File: config.mk
export PLATFORM = sky130hd
export DESIGN_NAME = p2dpc_fpu
export DESIGN_NICKNAME = d
export VERILOG_FILES = /design/src/rtl/core/p2dpc_pkg.sv /design/src/rtl/core/p2dpc_fpu.sv
export SDC_FILE = /design/constraint.sdc
export NUM_CORES = 2
export LEC_CHECK = 0
export BUFFER_PORTS_ARGS = -buffer_cell sky130_fd_sc_hd__buf_4
export CAP_MARGIN = 20
export CORE_MARGIN = 2
export CORE_UTILIZATION = 35
export DETAILED_ROUTE_END_ITERATION = 12
export PLACE_DENSITY_LB_ADDON = 0.15
export SLEW_MARGIN = 20
export SYNTH_ARGS = -nofsm -noshare
export SYNTH_HDL_FRONTEND = slang
export SYNTH_SLANG_ARGS = --single-unit
File: constraint.sdc
create_clock -name clock -period 16.25 [get_ports clock]
set_input_delay 0.8125 -clock clock [delete_from_list [all_inputs] [get_ports clock]]
set_output_delay 0.8125 -clock clock [all_outputs]
set_load 0.01 [all_outputs]
File: src/rtl/core/p2dpc_pkg.sv
`timescale 1ns / 1ps

package p2dpc_pkg;

   // Stream widths
   localparam int REQ_TDATA_W = 200;
   localparam int RSP_TDATA_W = 128;

   // Double-precision datapath widths
   localparam int DBL_W  = 64;
   localparam int WIDE_W = 108;
   localparam int EXP_W  = 14;

   // Fixed double constants
   localparam logic [DBL_W-1:0] DBL_ONE     = 64'h3FF0_0000_0000_0000;
   localparam logic [DBL_W-1:0] DBL_NEG_666 = 64'hC084_D000_0000_0000;
   localparam logic [DBL_W-1:0] DBL_DEF_NAN = 64'hFFF8_0000_0000_0000;

   // Request kinds carried in tuser
   localparam logic CMD_LOAD = 1'b0;
   localparam logic CMD_CAL  = 1'b1;

   typedef enum logic {
      FOP_MUL,
      FOP_ADD
   } fpu_op_type;

   typedef enum logic [2:0] {
      F_IDLE,
      F_SETUP,
      F_MUL,
      F_ADD,
      F_NORM,
      F_DENORM,
      F_ROUND,
      F_DONE
   } fpu_state_type;

   typedef enum logic [3:0] {
      S_CLEAR,
      S_IDLE,
      S_SUM_INIT,
      S_PB_GO,
      S_PB_WAIT,
      S_PA_GO,
      S_PA_WAIT,
      S_RD,
      S_COEF,
      S_M1_GO,
      S_M1_WAIT,
      S_M2_GO,
      S_M2_WAIT,
      S_ADD_WAIT,
      S_NEXT,
      S_FINISH
   } seq_state_type;

   typedef struct packed {
      logic             start;
      fpu_op_type       op;
      logic [DBL_W-1:0] opa;
      logic [DBL_W-1:0] opb;
   } fpu_req_type;

   typedef struct packed {
      logic             done;
      logic [DBL_W-1:0] result;
   } fpu_rsp_type;

endpackage

File: src/rtl/core/p2dpc_fpu.sv
`timescale 1ns / 1ps

module p2dpc_fpu (
   input  logic                   clock,
   input  logic                   reset,
   input  p2dpc_pkg::fpu_req_type req,
   output p2dpc_pkg::fpu_rsp_type rsp
);

   localparam int WW = p2dpc_pkg::WIDE_W;
   localparam int EW = p2dpc_pkg::EXP_W;

   p2dpc_pkg::fpu_state_type state_ff, state_in;
   p2dpc_pkg::fpu_op_type    op_ff, op_in;
   logic [63:0]              a_ff, a_in, b_ff, b_in, res_ff, res_in;
   logic                     sign_ff, sign_in, zsign_ff, zsign_in, sub_ff, sub_in;
   logic signed [EW-1:0]     fexp_ff, fexp_in;
   logic [WW-1:0]            w_ff, w_in, w2_ff, w2_in;
   logic [1:0]               pp_ff, pp_in;

   always_comb begin
      logic [10:0]  ea, eb, eaa, ebb, ebig, esml, d;
      logic         nan_a, nan_b, inf_a, inf_b, zero_a, zero_b, swap;
      logic [52:0]  ma, mb, mbig, msml;
      logic [WW-1:0] wsm, ones;
      logic [26:0]  opx, opy;
      logic [53:0]  prod, m2;
      logic [6:0]   sh;
      logic [EW-1:0] amt;
      logic signed [EW-1:0] fr;
      logic         up;

      state_in = state_ff;
      op_in    = op_ff;
      a_in     = a_ff;
      b_in     = b_ff;
      res_in   = res_ff;
      sign_in  = sign_ff;
      zsign_in = zsign_ff;
      sub_in   = sub_ff;
      fexp_in  = fexp_ff;
      w_in     = w_ff;
      w2_in    = w2_ff;
      pp_in    = pp_ff;

      // Unpack operands
      ea     = a_ff[62:52];
      eb     = b_ff[62:52];
      nan_a  = (ea == 11'h7FF) && (a_ff[51:0] != '0);
      nan_b  = (eb == 11'h7FF) && (b_ff[51:0] != '0);
      inf_a  = (ea == 11'h7FF) && (a_ff[51:0] == '0);
      inf_b  = (eb == 11'h7FF) && (b_ff[51:0] == '0);
      zero_a = (a_ff[62:0] == '0);
      zero_b = (b_ff[62:0] == '0);
      eaa    = (ea == '0) ? 11'd1 : ea;
      ebb    = (eb == '0) ? 11'd1 : eb;
      ma     = {(ea != '0), a_ff[51:0]};
      mb     = {(eb != '0), b_ff[51:0]};
      swap   = (b_ff[62:0] > a_ff[62:0]);
      ebig   = swap ? ebb : eaa;
      esml   = swap ? eaa : ebb;
      mbig   = swap ? mb : ma;
      msml   = swap ? ma : mb;
      d      = ebig - esml;
      ones   = '1;
      wsm    = {1'b0, msml, 54'd0};

      // Partial product select
      case (pp_ff)
         2'd0: begin
            opx = ma[26:0];
            opy = mb[26:0];
            sh  = 7'd2;
         end
         2'd1: begin
            opx = ma[26:0];
            opy = {1'b0, mb[52:27]};
            sh  = 7'd29;
         end
         2'd2: begin
            opx = {1'b0, ma[52:27]};
            opy = mb[26:0];
            sh  = 7'd29;
         end
         default: begin
            opx = {1'b0, ma[52:27]};
            opy = {1'b0, mb[52:27]};
            sh  = 7'd56;
         end
      endcase
      prod = opx * opy;

      // Right shift amount for subnormal results
      amt = EW'(14'sd1 - fexp_ff);

      // Rounding to nearest even
      up = w_ff[54] && ((|w_ff[53:0]) || w_ff[55]);
      m2 = {1'b0, w_ff[107:55]} + 54'(up);
      fr = m2[53] ? (fexp_ff + 14'sd1) : fexp_ff;

      case (state_ff)
         p2dpc_pkg::F_IDLE: begin
            if (req.start) begin
               a_in     = req.opa;
               b_in     = req.opb;
               op_in    = req.op;
               state_in = p2dpc_pkg::F_SETUP;
            end
         end
         p2dpc_pkg::F_SETUP: begin
            state_in = p2dpc_pkg::F_DONE;
            if (nan_a) begin
               res_in = a_ff | 64'h0008_0000_0000_0000;
            end else if (nan_b) begin
               res_in = b_ff | 64'h0008_0000_0000_0000;
            end else if (op_ff == p2dpc_pkg::FOP_MUL) begin
               if ((inf_a && zero_b) || (zero_a && inf_b)) begin
                  res_in = p2dpc_pkg::DBL_DEF_NAN;
               end else if (inf_a || inf_b) begin
                  res_in = {a_ff[63] ^ b_ff[63], 11'h7FF, 52'd0};
               end else if (zero_a || zero_b) begin
                  res_in = {a_ff[63] ^ b_ff[63], 63'd0};
               end else begin
                  sign_in  = a_ff[63] ^ b_ff[63];
                  zsign_in = a_ff[63] ^ b_ff[63];
                  fexp_in  = $signed({3'b000, eaa}) + $signed({3'b000, ebb}) - 14'sd1022;
                  w_in     = '0;
                  pp_in    = '0;
                  state_in = p2dpc_pkg::F_MUL;
               end
            end else begin
               if (inf_a && inf_b && (a_ff[63] != b_ff[63])) begin
                  res_in = p2dpc_pkg::DBL_DEF_NAN;
               end else if (inf_a) begin
                  res_in = a_ff;
               end else if (inf_b) begin
                  res_in = b_ff;
               end else begin
                  // Align the smaller operand, jam lost bits into the lsb
                  sign_in  = swap ? b_ff[63] : a_ff[63];
                  zsign_in = a_ff[63] & b_ff[63];
                  sub_in   = a_ff[63] ^ b_ff[63];
                  fexp_in  = $signed({3'b000, ebig}) + 14'sd1;
                  w_in     = {1'b0, mbig, 54'd0};
                  if (d >= 11'd108) begin
                     w2_in = {{(WW-1){1'b0}}, (wsm != '0)};
                  end else begin
                     w2_in = (wsm >> d) | {{(WW-1){1'b0}}, |(wsm & ~(ones << d))};
                  end
                  state_in = p2dpc_pkg::F_ADD;
               end
            end
         end
         p2dpc_pkg::F_MUL: begin
            w_in  = w_ff + (WW'(prod) << sh);
            pp_in = pp_ff + 2'd1;
            if (pp_ff == 2'd3) begin
               state_in = p2dpc_pkg::F_NORM;
            end
         end
         p2dpc_pkg::F_ADD: begin
            w_in     = sub_ff ? (w_ff - w2_ff) : (w_ff + w2_ff);
            state_in = p2dpc_pkg::F_NORM;
         end
         p2dpc_pkg::F_NORM: begin
            if (w_ff == '0) begin
               res_in   = {zsign_ff, 63'd0};
               state_in = p2dpc_pkg::F_DONE;
            end else if (fexp_ff < 14'sd1) begin
               state_in = p2dpc_pkg::F_DENORM;
            end else if (w_ff[WW-1] || (fexp_ff == 14'sd1)) begin
               state_in = p2dpc_pkg::F_ROUND;
            end else if ((w_ff[WW-1:WW-8] == '0) && (fexp_ff > 14'sd8)) begin
               w_in    = w_ff << 8;
               fexp_in = fexp_ff - 14'sd8;
            end else begin
               w_in    = w_ff << 1;
               fexp_in = fexp_ff - 14'sd1;
            end
         end
         p2dpc_pkg::F_DENORM: begin
            if (amt >= EW'(WW)) begin
               w_in = {{(WW-1){1'b0}}, (w_ff != '0)};
            end else begin
               w_in = (w_ff >> amt) | {{(WW-1){1'b0}}, |(w_ff & ~(ones << amt))};
            end
            fexp_in  = 14'sd1;
            state_in = p2dpc_pkg::F_ROUND;
         end
         p2dpc_pkg::F_ROUND: begin
            if (fr >= 14'sd2047) begin
               res_in = {sign_ff, 11'h7FF, 52'd0};
            end else if (m2[53]) begin
               res_in = {sign_ff, fr[10:0], 52'd0};
            end else begin
               res_in = {sign_ff, (m2[52] ? fr[10:0] : 11'd0), m2[51:0]};
            end
            state_in = p2dpc_pkg::F_DONE;
         end
         p2dpc_pkg::F_DONE: begin
            state_in = p2dpc_pkg::F_IDLE;
         end
         default: begin
            state_in = p2dpc_pkg::F_IDLE;
         end
      endcase
   end

   // Hold the unit state
   always_ff @(posedge clock) begin
      if (reset) begin
         state_ff <= p2dpc_pkg::F_IDLE;
      end else begin
         state_ff <= state_in;
      end
   end

   // Hold operands and the working mantissa
   always_ff @(posedge clock) begin
      op_ff    <= op_in;
      a_ff     <= a_in;
      b_ff     <= b_in;
      res_ff   <= res_in;
      sign_ff  <= sign_in;
      zsign_ff <= zsign_in;
      sub_ff   <= sub_in;
      fexp_ff  <= fexp_in;
      w_ff     <= w_in;
      w2_ff    <= w2_in;
      pp_ff    <= pp_in;
   end

   assign rsp.done   = (state_ff == p2dpc_pkg::F_DONE);
   assign rsp.result = res_ff;

endmodule

**Word level (Yosys, flattened, before mapping)**

Index checks and enable logic that the tools add are counted.

- Add/subtract/negate cells: 13
- Multiply operators: 1
- Order comparisons: 6
- Equal/unequal tests: 41
- Shift operators: 5
- Mux-type cells: 89
- Bitwise operators: 13
- Reductions and logical operators: 49

Operators by type and width:

| operator | count |
|---|---|
| two-way mux 108 bit | 15 |
| two-way mux 64 bit | 10 |
| one-hot mux 108 bit (5 select lines) | 1 |
| adder 108 bit | 2 |
| NOT 108 bit | 2 |
| OR 108 x 1 -> 108 bit | 2 |
| OR reduction 108 bit | 2 |
| two-way mux 14 bit | 14 |
| one-hot mux 64 bit (3 select lines) | 1 |
| zero test 63 bit | 2 |
| two-way mux 63 bit | 2 |
| AND 107 x 108 -> 108 bit | 1 |
| AND 108 bit | 1 |
| zero test 108 bit | 1 |
| nonzero test 108 bit | 1 |
| << shifter 108 x 11 -> 108 bit (first input constant) | 1 |
| << shifter 108 x 14 -> 108 bit (first input constant) | 1 |
| << shifter 54 x 7 -> 108 bit | 1 |
| >> shifter 107 x 11 -> 108 bit | 1 |
| >> shifter 108 x 14 -> 108 bit | 1 |
| subtractor 108 bit | 1 |
| two-way mux 53 bit | 2 |
| zero test 52 bit | 2 |
| nonzero test 52 bit | 2 |
| 60 further kinds | 148 |

- Register bits after elaboration: 431
- Bits of input ports: 132
- Output and inout bits: 65
- Logic and storage cells: 230

**Logic depth before layout (Yosys ltp)**

- Depth in word-level cells: 11
- Gate-level depth with buffers: 62
- Gate-level depth less buffers: 55

**Worst setup path after synthesis**

No wires, ideal clock.

- Path type: register to register
- Start point: register state_ff[0]
- End point: register a_ff[0], enable pin
- Setup time: 978 ps
- Arrival: 13,937 ps
- Path slack: 1,335 ps
- Cell stages (with the launch flop): 4
- Path buffers: 2
- Clock period less this slack: 14,915 ps
- Cell sequence: dfxtp_1 clkbuf_1 clkbuf_1 nor4b_1

- Longest elaborated chain between the ends: 2

RTL lines:

| what | line | source |
|---|---|---|
| start, declared | p2dpc_fpu.sv:13 | `p2dpc_pkg::fpu_state_type state_ff, state_in;` |
| start signal, assigned | p2dpc_fpu.sv:212 | `state_ff <= p2dpc_pkg::F_IDLE;` |
| start signal, assigned | p2dpc_fpu.sv:214 | `state_ff <= state_in;` |
| zero test 3 bit | p2dpc_fpu.sv:101 | `case (state_ff)` |
| AND reduction 2 bit (no source line) | n/a |  |
| end signal, assigned | p2dpc_fpu.sv:221 | `a_ff <= a_in;` |
| end, declared | p2dpc_fpu.sv:15 | `logic [63:0] a_ff, a_in, b_ff, b_in, res_ff, res_in;` |

No other way between the ends.
A chain may end at the register's enable or synchronous reset.

**Final worst setup path**

- Start point: register pp_ff[0]
- End point: register w_ff[106] (data pin)

- Longest elaborated chain between the ends: 7

RTL lines:

| what | line | source |
|---|---|---|
| start, declared | p2dpc_fpu.sv:19 | `logic [1:0] pp_ff, pp_in;` |
| start signal, assigned | p2dpc_fpu.sv:230 | `pp_ff <= pp_in;` |
| == test 2 x 1 -> 1 bit, or another cell as far along | p2dpc_fpu.sv:69 | `case (pp_ff)` |
| OR reduction 2 bit (no source line) | n/a |  |
| two-way mux 27 bit | p2dpc_fpu.sv:69 |  |
| multiplier 27 x 27 -> 54 bit | p2dpc_fpu.sv:91 | `prod = opx * opy;` |
| << shifter 54 x 7 -> 108 bit * | p2dpc_fpu.sv:155 | `w_in = w_ff + (WW'(prod) << sh);` |
| adder 108 bit * | p2dpc_fpu.sv:155 |  |
| one-hot mux 108 bit (5 select lines) * | p2dpc_fpu.sv:101 |  |
| via w_in[106] | p2dpc_fpu.sv:18 | `logic [WW-1:0] w_ff, w_in, w2_ff, w2_in;` |
| end signal, assigned | p2dpc_fpu.sv:228 | `w_ff <= w_in;` |
| end, declared | p2dpc_fpu.sv:18 |  |

The timed path passes the listed nets; every way through them passes the cells marked *.

==> flow_metrics.env <==
export IMPL_io_pins=197
export IMPL_num_rows=175
export IMPL_cts_buffers=56
export IMPL_grt_start_max_net_pins=120
export IMPL_worst_slew_pin_transition_ns=1.35
export IMPL_synth_cell_types=110
export IMPL_n_fill_cell=23743
export IMPL_postCtsHoldBufs=0
export IMPL_place_inst=13151
export IMPL_dieArea_sq_mm=0.232
export IMPL_die_y_microns=482
export IMPL_cts_buffer_depth=3
export IMPL_rsz0062_at_grt="false"
export IMPL_vias_per_cell=6.42
export IMPL_drive_gt1_share_pct=10.6
export IMPL_finalHoldViolCount=0
export IMPL_wire_per_inst_microns=35.7
export IMPL_run_status="finished clean"
export IMPL_drt_wl_total_microns=475000
export IMPL_place_gp_congestion=1.07
export IMPL_synthToLayoutAreaGrowth_pct=10.7
export IMPL_cp_required_ns=16.82
export IMPL_grt_antenna_before_repair=45
export IMPL_endpoint_kind="register"
export IMPL_whs_path_depth=1
export IMPL_path_clk_slew_ns=0.07
export IMPL_crit_type="reg -> reg"
export IMPL_drc=0
export IMPL_r2r_slack_ns=0.34
export IMPL_clock_skew_ns=0.0454
export IMPL_crit_path_frequent_cell="fa_1"
export IMPL_io_buffers=196
export IMPL_avgSynthCellArea_sq_um=7.80
export IMPL_final_antenna_net_count=0
export IMPL_fin_util_pct=39.0
export IMPL_synth_edff_count=427
export IMPL_synthFlopType="edfxtp_1"
export IMPL_max_freq_mhz=62.9
export IMPL_dp_hpwl_microns=383000
export IMPL_synthesis_nets=11422
export IMPL_cts_root_buf="clkbuf_16"
export IMPL_initial_core_util_pct=35.2
export IMPL_worstHoldPathType="in -> reg"
export IMPL_finalCritPeriodShare_pct=97.9
export IMPL_clk_latency_ns=0.76
export IMPL_fin_tns_setup_ns=0
export IMPL_h_tree_depth=2
export IMPL_synthArstFlopShare_pct=0
export IMPL_max_cap_violations=0
export IMPL_slowest_stage="o41ai_1"
export IMPL_core_area_sq_mm=0.227
export IMPL_dr_pass1_iters=7
export IMPL_cp_start_kind="register"
export IMPL_nNetsFinal=11377
export IMPL_grt_pass1_vias=80211
export IMPL_gr_total_overflow=0
export IMPL_tritoncts="done"
export IMPL_layout_min_cycle_time_ns=15.91
export IMPL_grt_first_pass_wirelength_microns=651000
export IMPL_instances_no_fill=13284
export IMPL_synth_cells=10259
export IMPL_cpPeakStageDelay_ns=0.77
export IMPL_synth_area_sq_mm=0.0800
export IMPL_grt_usage_pct=39.6
export IMPL_arrival_ns=16.48
export IMPL_r2r_cells=47
export IMPL_finalSetupViolCount=0
export IMPL_cp_max_fo=31
export IMPL_synth_warnings=0
export IMPL_synth_seq_cells=430
export IMPL_first_iter_violations=12760
export IMPL_die_x_microns=482
export IMPL_clock_sinks=430
export IMPL_slew_headroom_pct=8.83
export IMPL_synth_seq_area_share_pct=16.1
export IMPL_vias=85316
export IMPL_drv_slew=0
==> cell usage after synthesis, types with 55 or more instances <==
cell         n  share of area [%]
mux4_2     106                3.0
nor3_1     222                1.4
nand4_1    136                1.1
a31oi_1    110               0.86
a21oi_1    715                4.5
and3_1     126               0.99
a21o_1     172                1.6
xor2_1     144                1.6
edfxtp_1   427                 16
nor2_1     879                4.1
mux2i_1    420                5.3
nor2b_1     59               0.46
o22ai_1    151                1.2
inv_1      907                4.3
nor4_1     122               0.95
and2_1     100               0.78
clkbuf_1   611                2.9
mux2_2      67               0.94
o21ai_0    520                3.3
or3_1       78               0.61
o221ai_1    55               0.60
nand3_1    187                1.2
buf_1      115               0.54
ha_1       405                6.3
xnor2_1    247                2.7
a211oi_1   130                1.2
nand2_1   1573                7.4
fa_1       626                 16
o211ai_1    55               0.52
==> flip-flops by register name, summed over array words and instances (netlist names) <==
register and flops:
w2_ff 107, w_ff 108, fexp_ff 14, sub_ff 1
sign_ff 1, b_ff 64, state_ff 3, res_ff 64
zsign_ff 1, op_ff 1, pp_ff 2, a_ff 64
==> per-stage QoR <==
stage / hold slack, ns / instance area (sq um) / setup slack [ns]
after floorplan: 0.609 / 80000 / 1.33
after global placement: 0.664 / 86200 / 0.505
after detailed placement: 0.665 / 86300 / 0.659
after CTS: 0.190 / 88300 / 0.592
after global routing: 0.198 / 88500 / 0.0157
final: 0.224 / 88600 / 0.340
==> final timing paths <==
check,from,end
worst max-delay path,pp_ff[0],w_ff[106]
worst min-delay path,req[49],b_ff[49]
worst max register to register,pp_ff[0],w_ff[106]
worst min register to register,zsign_ff,res_ff[63]
==> metal layers <==
layer | track usage (%) | vias to the layer above | wire length [microns]
met1 | 53.0 | 42463 | 192000
met5 | 0.327 | - | 381
met3 | 9.43 | 1199 | 49500
li1 | - | 36070 | -
met4 | 23.7 | 42 | 35200
met2 | 57.8 | 5542 | 198000
==> cells in the final DEF, fill, tap and decap left out, types with 136 or more instances in the layout <==
master / count
o22ai_1: 150
inv_1: 906
edfxtp_1: 427
nor3_1: 220
fa_1: 626
xor2_1: 140
o21ai_0: 503
nor2_1: 872
nand4_1: 136
nand2_1: 1567
xnor2_1: 235
ha_1: 398
buf_4: 628
a21o_1: 171
a21oi_1: 708
nand3_1: 187
mux2i_1: 420
==> worst max-delay path: cells and delay by family, from the launching register on <==
kind,cells,cell delay (ns)
fa+ha+maj,10,4.88
compound gates,14,4.59
simple gates,12,3.75
buf+inv,9,1.31
flops,1,0.45
xor+xnor,1,0.39
mux,1,0.29
==> area by class of cell <==
type                       count  area, sq um  area share [%]
clock buffer                  61         1440            1.63
antenna                       15         37.5          0.0424
multi-input combinational   8176        61500            69.5
sequential                   430        12900            14.5
tap                         3009         3760            4.25
inverter                     914         3430            3.87
timing repair buffer         636         4870            5.49
clock inverter                43          619           0.699
==> timing repair <==
item                       4_1_cts  5_1_grt
setup buffers                    0       14
setup endpoints to repair        0       14
resized for setup                0       12
==> cell families (layout without fill, tap and decap cells) <==
logic type | count (synthesis) | in the layout | share of synthesized area, %
XOR/XNOR | 391 | 391 | 4.28
flip-flops | 430 | 430 | 16.1
buffers and inverters | 1653 | 1654 | 7.77
adder cells (fa/ha/maj) | 1033 | 1033 | 22.0
AND/OR/NAND/NOR | 3669 | 3669 | 20.7
multiplexers | 593 | 593 | 9.18
AO/OA/AOI/OAI | 2490 | 2490 | 19.9
other | 0 | 15 | 0
Power is left out: the tool's default activity adds up to more than one toggle a clock period on the data nets, which glitch-free logic cannot reach.
